===== config.mk =====
export PLATFORM = sky130hd
export DESIGN_NAME = per_core_id_pool_allocator
export DESIGN_NICKNAME = d
export VERILOG_FILES = /design/src/rtl/core/pcid_pkg.sv /design/src/rtl/core/per_core_id_pool_allocator.sv /design/src/rtl/core/pcid_ctrl.sv /design/src/rtl/core/pcid_datapath.sv
export SDC_FILE = /design/constraint.sdc
export NUM_CORES = 2
export LEC_CHECK = 0
export BUFFER_PORTS_ARGS = -buffer_cell sky130_fd_sc_hd__clkbuf_2
export CAP_MARGIN = 0
export CELL_PAD_IN_SITES_DETAIL_PLACEMENT = 0
export CELL_PAD_IN_SITES_GLOBAL_PLACEMENT = 2
export CORE_MARGIN = 5
export CORE_UTILIZATION = 42
export DETAILED_ROUTE_END_ITERATION = 10
export PLACE_DENSITY = 0.84
export SKIP_LAST_GASP = 1
export SYNTH_ARGS = -nofsm -noshare
export SYNTH_HDL_FRONTEND = slang
export SYNTH_HIERARCHICAL = 1
export SYNTH_SLANG_ARGS = --single-unit

===== constraint.sdc =====
create_clock -name clk -period 15.9 [get_ports clk]
set_input_delay 0.795 -clock clk [delete_from_list [all_inputs] [get_ports clk]]
set_output_delay 0.795 -clock clk [all_outputs]
set_load 0.01 [all_outputs]

===== src/rtl/core/pcid_pkg.sv =====
package pcid_pkg;

    // Default geometry of the id space.
    localparam int MAX_CORES_DEF    = 4;
    localparam int IDS_PER_CORE_DEF = 64;
    localparam int PUBLIC_IDS_DEF   = 64;

    // Fixed field widths of the channels.
    localparam int OP_W        = 2;
    localparam int CORE_ID_W   = 3;
    localparam int SOCK_TYPE_W = 2;
    localparam int SOCK_ID_W   = 9;
    localparam int STATUS_W    = 2;
    localparam int REPORT_W    = 7;
    localparam int ACTIVE_W    = 3;

    localparam logic [ACTIVE_W-1:0] ACTIVE_RESET = 3'd4;
    localparam int REPORT_MAX = (1 << REPORT_W) - 1;

    typedef enum logic [OP_W-1:0] {
        OP_INIT  = 2'd0,
        OP_ALLOC = 2'd1,
        OP_FREE  = 2'd2
    } op_t;

    typedef enum logic [STATUS_W-1:0] {
        ST_OK           = 2'd0,
        ST_POOL_EMPTY   = 2'd1,
        ST_ALREADY_FREE = 2'd2,
        ST_INACTIVE     = 2'd3
    } status_t;

    typedef struct packed {
        logic [OP_W-1:0]        operation;
        logic [CORE_ID_W-1:0]   core_id;
        logic [SOCK_TYPE_W-1:0] sock_type;
        logic [SOCK_ID_W-1:0]   sock_id;
    } req_t;

    typedef struct packed {
        logic [STATUS_W-1:0]  status;
        logic [SOCK_ID_W-1:0] granted_id;
        logic [REPORT_W-1:0]  pool_free_count;
    } rsp_t;

    // Controller to datapath.
    typedef struct packed {
        logic capture;  // take the request beat and launch the memory reads
        logic sweep;    // write one entry of the link and kind memories
        logic commit;   // update the pools and load the result register
    } cmd_t;

    // Datapath to controller.
    typedef struct packed {
        logic req_is_init;
        logic sweep_last;
    } sts_t;

endpackage


===== src/rtl/core/per_core_id_pool_allocator.sv =====
// Identifier pool allocator with one FIFO free list per active core and one
// public list. Requests arrive as beats on the req channel (operation, core,
// type, id) and each request produces exactly one beat on the rsp channel
// (status, granted id, free count of the pool touched). The single
// configuration register, active_cores, is written through the cfg channel,
// which is always ready and should only be used while no request is in
// flight.
// In alloc and free the accept cycle reads the link and type memories, and
// the exec state then updates the pool and loads the result register once
// the output is free; a new request is taken only after that load.
// Init rebuilds every list by walking all ids through the link and type
// memories, one id per cycle.
// After reset all pools are empty and a clearing pass over all ids zeroes
// the type memory; req_ready stays low until it ends. A stalled receiver
// holds the result register; one further request may be accepted and waits
// until the result is taken.
module per_core_id_pool_allocator #(
    parameter int MAX_CORES    = pcid_pkg::MAX_CORES_DEF,
    parameter int IDS_PER_CORE = pcid_pkg::IDS_PER_CORE_DEF,
    parameter int PUBLIC_IDS   = pcid_pkg::PUBLIC_IDS_DEF
) (
    input  logic                            clk,
    input  logic                            rst_n,
    input  logic                            req_valid,
    output logic                            req_ready,
    input  pcid_pkg::req_t                  req,
    output logic                            rsp_valid,
    input  logic                            rsp_ready,
    output pcid_pkg::rsp_t                  rsp,
    input  logic                            cfg_valid,
    output logic                            cfg_ready,
    input  logic [pcid_pkg::ACTIVE_W-1:0]   cfg_data
);

    pcid_pkg::cmd_t cmd;
    pcid_pkg::sts_t sts;

    // The register can be written in any cycle.
    assign cfg_ready = 1'b1;

    // Sequencing of the accept, sweep and commit steps.
    pcid_ctrl u_ctrl (
        .clk       (clk),
        .rst_n     (rst_n),
        .req_valid (req_valid),
        .req_ready (req_ready),
        .rsp_valid (rsp_valid),
        .rsp_ready (rsp_ready),
        .sts       (sts),
        .cmd       (cmd)
    );

    // Pool descriptors, link and type memories and the result register.
    pcid_datapath #(
        .MAX_CORES    (MAX_CORES),
        .IDS_PER_CORE (IDS_PER_CORE),
        .PUBLIC_IDS   (PUBLIC_IDS)
    ) u_datapath (
        .clk      (clk),
        .rst_n    (rst_n),
        .req      (req),
        .cfg_we   (cfg_valid && cfg_ready),
        .cfg_data (cfg_data),
        .cmd      (cmd),
        .sts      (sts),
        .rsp      (rsp)
    );

endmodule


===== src/rtl/core/pcid_ctrl.sv =====
module pcid_ctrl (
    input  logic             clk,
    input  logic             rst_n,
    input  logic             req_valid,
    output logic             req_ready,
    output logic             rsp_valid,
    input  logic             rsp_ready,
    input  pcid_pkg::sts_t   sts,
    output pcid_pkg::cmd_t   cmd
);

    typedef enum logic [1:0] {
        S_CLEAR,
        S_IDLE,
        S_SWEEP,
        S_EXEC
    } state_t;

    state_t state_reg;
    state_t state_next;
    logic   rsp_valid_reg;
    logic   rsp_valid_next;
    logic   out_free;

    assign req_ready = (state_reg == S_IDLE);
    assign rsp_valid = rsp_valid_reg;
    assign out_free  = !rsp_valid_reg || rsp_ready;

    always_comb
    begin
        state_next     = state_reg;
        rsp_valid_next = rsp_valid_reg && !rsp_ready;
        cmd            = '0;
        case (state_reg)
            S_CLEAR:
            begin
                cmd.sweep = 1'b1;
                if (sts.sweep_last)
                begin
                    state_next = S_IDLE;
                end
            end
            S_IDLE:
            begin
                if (req_valid)
                begin
                    cmd.capture = 1'b1;
                    state_next  = sts.req_is_init ? S_SWEEP : S_EXEC;
                end
            end
            S_SWEEP:
            begin
                cmd.sweep = 1'b1;
                if (sts.sweep_last)
                begin
                    state_next = S_EXEC;
                end
            end
            S_EXEC:
            begin
                if (out_free)
                begin
                    cmd.commit     = 1'b1;
                    rsp_valid_next = 1'b1;
                    state_next     = S_IDLE;
                end
            end
            default:
            begin
                state_next = S_CLEAR;
            end
        endcase
    end

    always_ff @(posedge clk or negedge rst_n)
    begin
        if (!rst_n)
        begin
            state_reg     <= S_CLEAR;
            rsp_valid_reg <= 1'b0;
        end
        else
        begin
            state_reg     <= state_next;
            rsp_valid_reg <= rsp_valid_next;
        end
    end

endmodule


===== src/rtl/core/pcid_datapath.sv =====
module pcid_datapath #(
    parameter int MAX_CORES    = pcid_pkg::MAX_CORES_DEF,
    parameter int IDS_PER_CORE = pcid_pkg::IDS_PER_CORE_DEF,
    parameter int PUBLIC_IDS   = pcid_pkg::PUBLIC_IDS_DEF
) (
    input  logic                            clk,
    input  logic                            rst_n,
    input  pcid_pkg::req_t                  req,
    input  logic                            cfg_we,
    input  logic [pcid_pkg::ACTIVE_W-1:0]   cfg_data,
    input  pcid_pkg::cmd_t                  cmd,
    output pcid_pkg::sts_t                  sts,
    output pcid_pkg::rsp_t                  rsp
);

    localparam int TOTAL_IDS = MAX_CORES * IDS_PER_CORE + PUBLIC_IDS;
    localparam int NPOOLS    = MAX_CORES + 1;
    localparam int ID_W      = $clog2(TOTAL_IDS);
    localparam int CNT_W     = $clog2(TOTAL_IDS + 1);
    localparam int POOL_W    = $clog2(NPOOLS);
    localparam int OUT_ID_W  = pcid_pkg::SOCK_ID_W;
    localparam int REP_W     = pcid_pkg::REPORT_W;
    localparam int TYPE_W    = pcid_pkg::SOCK_TYPE_W;
    localparam int OP_W      = pcid_pkg::OP_W;
    localparam logic [POOL_W-1:0] PUB_POOL = POOL_W'(MAX_CORES);

    // Configuration and pool descriptors.
    logic [pcid_pkg::ACTIVE_W-1:0] active_reg;
    logic [ID_W-1:0]  head_reg  [NPOOLS];
    logic [ID_W-1:0]  tail_reg  [NPOOLS];
    logic [CNT_W-1:0] count_reg [NPOOLS];
    logic [ID_W-1:0]  sweep_reg;

    // Id memories.
    logic [ID_W-1:0]   link_mem [TOTAL_IDS];
    logic [TYPE_W-1:0] kind_mem [TOTAL_IDS];
    logic [ID_W-1:0]   link_rd_reg;
    logic [TYPE_W-1:0] kind_rd_reg;

    // Request captured at accept time.
    logic [OP_W-1:0]         op_reg;
    logic [TYPE_W-1:0]       type_reg;
    logic [OUT_ID_W-1:0]     id_reg;
    logic                    inactive_reg;
    logic [POOL_W-1:0]       pool_reg;
    logic [ID_W-1:0]         head_q_reg;
    logic [ID_W-1:0]         tail_q_reg;
    logic [CNT_W-1:0]        count_q_reg;

    logic [POOL_W-1:0] n_eff;
    logic              req_inactive;
    logic [POOL_W-1:0] pool_sel;
    logic [ID_W-1:0]   free_id;
    logic              alloc_ok;
    logic              free_ok;
    logic              id_bad;
    logic [CNT_W-1:0]  count_dec;
    logic [CNT_W-1:0]  count_inc;
    logic [CNT_W-1:0]  report;
    logic              kind_we;
    logic [ID_W-1:0]   kind_wa;
    logic [TYPE_W-1:0] kind_wd;
    pcid_pkg::rsp_t    rsp_next;
    logic              init_pub_wide;

    // Register values above the core count act as the core count.
    assign n_eff = (32'(active_reg) > MAX_CORES) ? PUB_POOL : POOL_W'(active_reg);
    assign req_inactive = 32'(req.core_id) >= 32'(n_eff);
    assign pool_sel     = req_inactive ? PUB_POOL : POOL_W'(req.core_id);

    assign sts.req_is_init = (req.operation == pcid_pkg::OP_INIT);
    assign sts.sweep_last  = (32'(sweep_reg) == TOTAL_IDS - 1);

    assign free_id   = ID_W'(id_reg);
    assign id_bad    = (32'(id_reg) >= TOTAL_IDS) || (kind_rd_reg == '0);
    assign alloc_ok  = (op_reg == pcid_pkg::OP_ALLOC) && (count_q_reg != '0);
    assign free_ok   = (op_reg == pcid_pkg::OP_FREE) && !inactive_reg && !id_bad;
    assign count_dec = count_q_reg - CNT_W'(1);
    assign count_inc = count_q_reg + CNT_W'(1);
    assign init_pub_wide = 1'b1;

    always_ff @(posedge clk or negedge rst_n)
    begin
        if (!rst_n)
        begin
            active_reg <= pcid_pkg::ACTIVE_RESET;
        end
        else if (cfg_we)
        begin
            active_reg <= cfg_data;
        end
    end

    always_ff @(posedge clk or negedge rst_n)
    begin
        if (!rst_n)
        begin
            sweep_reg <= '0;
        end
        else if (cmd.sweep)
        begin
            sweep_reg <= sts.sweep_last ? '0 : sweep_reg + ID_W'(1);
        end
    end

    always_ff @(posedge clk)
    begin
        if (cmd.capture)
        begin
            op_reg       <= req.operation;
            type_reg     <= req.sock_type;
            id_reg       <= req.sock_id;
            inactive_reg <= req_inactive;
            pool_reg     <= pool_sel;
            head_q_reg   <= head_reg[pool_sel];
            tail_q_reg   <= tail_reg[pool_sel];
            count_q_reg  <= count_reg[pool_sel];
        end
    end

    // Link memory: the sweep chains every id to the next one; an append
    // links the old tail to the new id.
    always_ff @(posedge clk)
    begin
        if (cmd.sweep)
        begin
            link_mem[sweep_reg] <= sweep_reg + ID_W'(1);
        end
        else if (cmd.commit && free_ok && (count_q_reg != '0))
        begin
            link_mem[tail_q_reg] <= free_id;
        end
        if (cmd.capture)
        begin
            link_rd_reg <= link_mem[head_reg[pool_sel]];
        end
    end

    always_comb
    begin
        kind_we = 1'b0;
        kind_wa = sweep_reg;
        kind_wd = '0;
        if (cmd.sweep)
        begin
            kind_we = 1'b1;
        end
        else if (cmd.commit && alloc_ok)
        begin
            kind_we = 1'b1;
            kind_wa = head_q_reg;
            kind_wd = type_reg;
        end
        else if (cmd.commit && free_ok)
        begin
            kind_we = 1'b1;
            kind_wa = free_id;
        end
    end

    always_ff @(posedge clk)
    begin
        if (kind_we)
        begin
            kind_mem[kind_wa] <= kind_wd;
        end
        if (cmd.capture)
        begin
            kind_rd_reg <= kind_mem[ID_W'(req.sock_id)];
        end
    end

    // Pool descriptors.
    always_ff @(posedge clk or negedge rst_n)
    begin
        if (!rst_n)
        begin
            for (int p = 0; p < NPOOLS; p++)
            begin
                head_reg[p]  <= '0;
                tail_reg[p]  <= '0;
                count_reg[p] <= '0;
            end
        end
        else if (cmd.commit)
        begin
            case (op_reg)
                pcid_pkg::OP_INIT:
                begin
                    for (int p = 0; p < MAX_CORES; p++)
                    begin
                        if (p < 32'(n_eff))
                        begin
                            head_reg[p]  <= ID_W'(p * IDS_PER_CORE);
                            tail_reg[p]  <= ID_W'((p + 1) * IDS_PER_CORE - 1);
                            count_reg[p] <= CNT_W'(IDS_PER_CORE);
                        end
                        else
                        begin
                            head_reg[p]  <= '0;
                            tail_reg[p]  <= '0;
                            count_reg[p] <= '0;
                        end
                    end
                    head_reg[PUB_POOL]  <= ID_W'(MAX_CORES * IDS_PER_CORE);
                    tail_reg[PUB_POOL]  <= ID_W'(TOTAL_IDS - 1);
                    count_reg[PUB_POOL] <= CNT_W'(PUBLIC_IDS);
                end
                pcid_pkg::OP_ALLOC:
                begin
                    if (alloc_ok)
                    begin
                        count_reg[pool_reg] <= count_dec;
                        if (count_dec != '0)
                        begin
                            head_reg[pool_reg] <= link_rd_reg;
                        end
                    end
                end
                pcid_pkg::OP_FREE:
                begin
                    if (free_ok)
                    begin
                        count_reg[pool_reg] <= count_inc;
                        tail_reg[pool_reg]  <= free_id;
                        if (count_q_reg == '0)
                        begin
                            head_reg[pool_reg] <= free_id;
                        end
                    end
                end
                default:
                begin
                end
            endcase
        end
    end

    // Result.
    always_comb
    begin
        rsp_next = '0;
        report   = '0;
        case (op_reg)
            pcid_pkg::OP_INIT:
            begin
                report = CNT_W'(PUBLIC_IDS);
            end
            pcid_pkg::OP_ALLOC:
            begin
                if (alloc_ok)
                begin
                    rsp_next.granted_id = OUT_ID_W'(head_q_reg);
                    report              = count_dec;
                end
                else
                begin
                    rsp_next.status = pcid_pkg::ST_POOL_EMPTY;
                end
            end
            pcid_pkg::OP_FREE:
            begin
                if (inactive_reg)
                begin
                    rsp_next.status = pcid_pkg::ST_INACTIVE;
                end
                else if (id_bad)
                begin
                    rsp_next.status = pcid_pkg::ST_ALREADY_FREE;
                    report          = count_q_reg;
                end
                else
                begin
                    report = count_inc;
                end
            end
            default:
            begin
            end
        endcase
        if (init_pub_wide && (32'(report) > pcid_pkg::REPORT_MAX))
        begin
            rsp_next.pool_free_count = REP_W'(pcid_pkg::REPORT_MAX);
        end
        else
        begin
            rsp_next.pool_free_count = REP_W'(report);
        end
    end

    always_ff @(posedge clk)
    begin
        if (cmd.commit)
        begin
            rsp <= rsp_next;
        end
    end

endmodule


==> results.json <==
{
  "status": "complete, no violations",
  "synth_largest_area_cell": "edfxtp_1",
  "period_needed_ns": 8.446,
  "synth_area_leaders": "edfxtp_1, nand2_1, mux4_2",
  "finalCritPeriodShare_pct": 53.12,
  "grt_first_pass_wirelength_um": 648100,
  "largest_reg_flops": 2880,
  "crit_type": "flop to flop",
  "dr.pass1.iters": 6,
  "grt_pass1_vias": 92735,
  "crit_path_end_kind": "flop",
  "yosysUniqueCellTypes": 105,
  "synth-edff-count": 3593,
  "drc": 0,
  "yosys_register_bits": 3743,
  "cts_tree": "yes",
  "globalplace.congestion": 0.8356,
  "slew_headroom_pct": 10.48,
  "pwr-share-comb_pct": 4.5,
  "arrival_ns": 9.01,
  "cts-resized-gates": 0,
  "io_pins": 45,
  "hpwl_um": 257200,
  "clk_latency_ns": 0.97,
  "hp-class": "input port to flop",
  "vias": 96248,
  "port_buffers": 43,
  "syn2layout_area_growth_pct": 11.19,
  "die_w_um": 613.6,
  "grt-ovfl-total": 0,
  "synthCells": 11230,
  "die_area_um2": 376600,
  "ant_nets": 0,
  "initial_utilization_pct": 42.19,
  "grt_max_degree": 213,
  "wl_per_cell_um": 27.58,
  "cts_root_buf": "clkbuf_16",
  "avgSynthCellArea_um2": 13.63,
  "maxSlewViolCount": 0,
  "fmax_ghz": 0.1184,
  "top_register": "u_datapath/link_mem",
  "p_clk_share_pct": 43.3,
  "routed_via_density": 5.942,
  "p_sw_share_pct": 21.81,
  "seqPwrFrac_pct": 52.2,
  "cts_buffer_depth": 4,
  "h-tree-depth": 5,
  "first_iter_violations": 12374,
  "fp.dieH_um": 613.6,
  "reg_top3": "u_datapath/link_mem: 2880 flops, u_datapath/kind_mem: 640 flops",
  "design.core.area_um2": 362800,
  "ir_worst_vdd_uv": 94.01,
  "numCtsBuffers": 390,
  "critPathLaunchType": "flop",
  "setup-violations-final": 0,
  "rsz0062_at_grt": "no",
  "fin_skew_ns": 0.1022,
  "pwr_density_cell_nw_per_um2": 119.8,
  "track_usage_pct": 23.07,
  "yosysMostFrequentCell": "edfxtp_1",
  "yosys_warnings": 6,
  "cap_violations": 0,
  "power.leakage_nw": 52.94,
  "critPathMaxFanout": 52,
  "hold_viol": 0,
  "r2r_setup_slack_ns": 7.45,
  "stdcell_count": 16199,
  "drt-total-wl_um": 446800,
  "syn-num-nets": 11269,
  "netlist_area_um2": 153000,
  "path_clk_slew_ns": 0.06,
  "drive_above_1_share_pct": 9.774,
  "synth_common_cells": "edfxtp_1, nand2_1, nand3_1",
  "rows": 221,
  "hold_slack_ns": 0.08919,
  "switchingPower_mw": 4.444,
  "cts_sinks": 3743,
  "synth_top_area_share_pct": 70.50,
  "placed_cells": 15486,
  "worst_pin_slew_ns": 1.338,
  "fin_nets": 11128,
  "ys.flop_type": "edfxtp_1",
  "ys_seq_area_share_pct": 72.95,
  "antenna_found_initial": 20,
  "synth-async-reset-ratio_pct": 4.007,
  "internal_power_mw": 15.93,
  "crit_required_ns": 16.46
}
per-stage QoR:
stage	worst slack [ns]	TNS, ns	area, µm²	power [mW]	util (%)
floorplan	-1.721	-4039.38	153000	11.45	-
global placement	7.067	0	157800	11.75	43.51
detailed placement	7.057	0	157900	11.75	43.51
CTS	7.551	0	170100	20.50	46.90
global route	7.243	0	170200	20.98	46.90
finish	7.454	0	170200	20.38	46.91
power groups by stage:
| stage | logic [mW] | registers [mW] | clock network, mW |
|---|---|---|---|
| 3_5_place_dp | 0.902 | 10.9 | 0 |
| 2_1_floorplan | 0.596 | 10.9 | 0 |
| 3_3_place_gp | 0.895 | 10.9 | 0 |
| 6_report | 0.914 | 10.6 | 8.82 |
| 4_1_cts | 0.905 | 10.6 | 8.95 |
| 5_1_grt | 0.977 | 10.6 | 9.37 |
kinds of logic after synthesis:
logic type,Yosys count,share of synthesized area (%)
xor+xnor,26,0.1488
fa+ha+maj,16,0.1292
mux,463,4.813
compound gates,1674,7.061
flops,3743,72.95
buf+inv,819,2.427
other cells,1,0.002450
simple gates,4488,12.47
cells in the final DEF, fill, tap and decap left out, types with 39 or more instances in the layout:
cell	instances
buf_4	199
o22ai_1	72
clkbuf_16	398
nand3_1	812
o21ai_0	354
a22oi_1	67
a31oi_1	122
dfrtp_1	149
edfxtp_1	3593
a21oi_1	508
a221o_1	45
and3_1	176
a22o_1	62
clkbuf_1	97
mux4_2	217
mux2i_1	232
a311oi_1	133
clkinv_2	60
nand2_1	2484
clkbuf_2	39
nand4_1	64
nor2_1	747
clkinv_1	80
worst paths after layout:
path	from	to	depth (start not counted)
min in group asynchronous	rst_n	u_datapath/count_reg[21]$_DFFE_PN0P_	2
setup / recovery	u_datapath/active_reg[2]$_DFFE_PN1P_	u_datapath/link_rd_reg[7]$_DFFE_PP_	14
setup reg to reg	u_datapath/active_reg[2]$_DFFE_PN1P_	u_datapath/link_rd_reg[7]$_DFFE_PP_	14
max in group asynchronous	rst_n	u_datapath/tail_reg[5]$_DFFE_PN0P_	3
hold reg to reg	u_datapath/tail_reg[35]$_DFFE_PN0P_	u_datapath/tail_reg[35]$_DFFE_PN0P_	2
hold / removal	cfg_data[0]	u_datapath/active_reg[0]$_DFFE_PN0P_	2
timing repair:
item                      4_1_cts  5_1_grt
buffers inserted                0        0
hold buffers                    5        0
hold endpoints to repair       81        0
final cells by class:
type | instances | area, µm²
Sequential cell | 3743 | 111600
Clock buffer | 497 | 10350
Antenna cell | 7 | 17.52
Inverter | 26 | 122.6
Fill cell | 31224 | 192600
Multi-Input combinational cell | 6668 | 38080
Clock inverter | 204 | 1896
Tap cell | 4794 | 5998
Timing Repair Buffer | 260 | 2057
layer usage:
layer,track usage [%],vias to the layer above,share of wire [%]
li1,-,41766,-
met1,32.16,49048,40
met2,36.81,4600,47
met4,9.043,6,4.4
met5,0,-,0.0094
met3,3.260,828,8.3
worst max-delay path, stage by stage, from the launching register on:
cell and delay [ns]:
dfstp_2 0.59, inv_1 0.15, nand2_1 0.11, ha_1 0.24
o21ai_1 0.63, nand2_1 0.74, inv_1 0.82, a221o_1 0.33
o21a_4 0.38, buf_4 0.58, nand2_1 0.81, o41ai_1 0.96
a2111oi_0 0.33, o31ai_1 1.02, nand4_1 0.20
(Power assumes the default switching activity.)
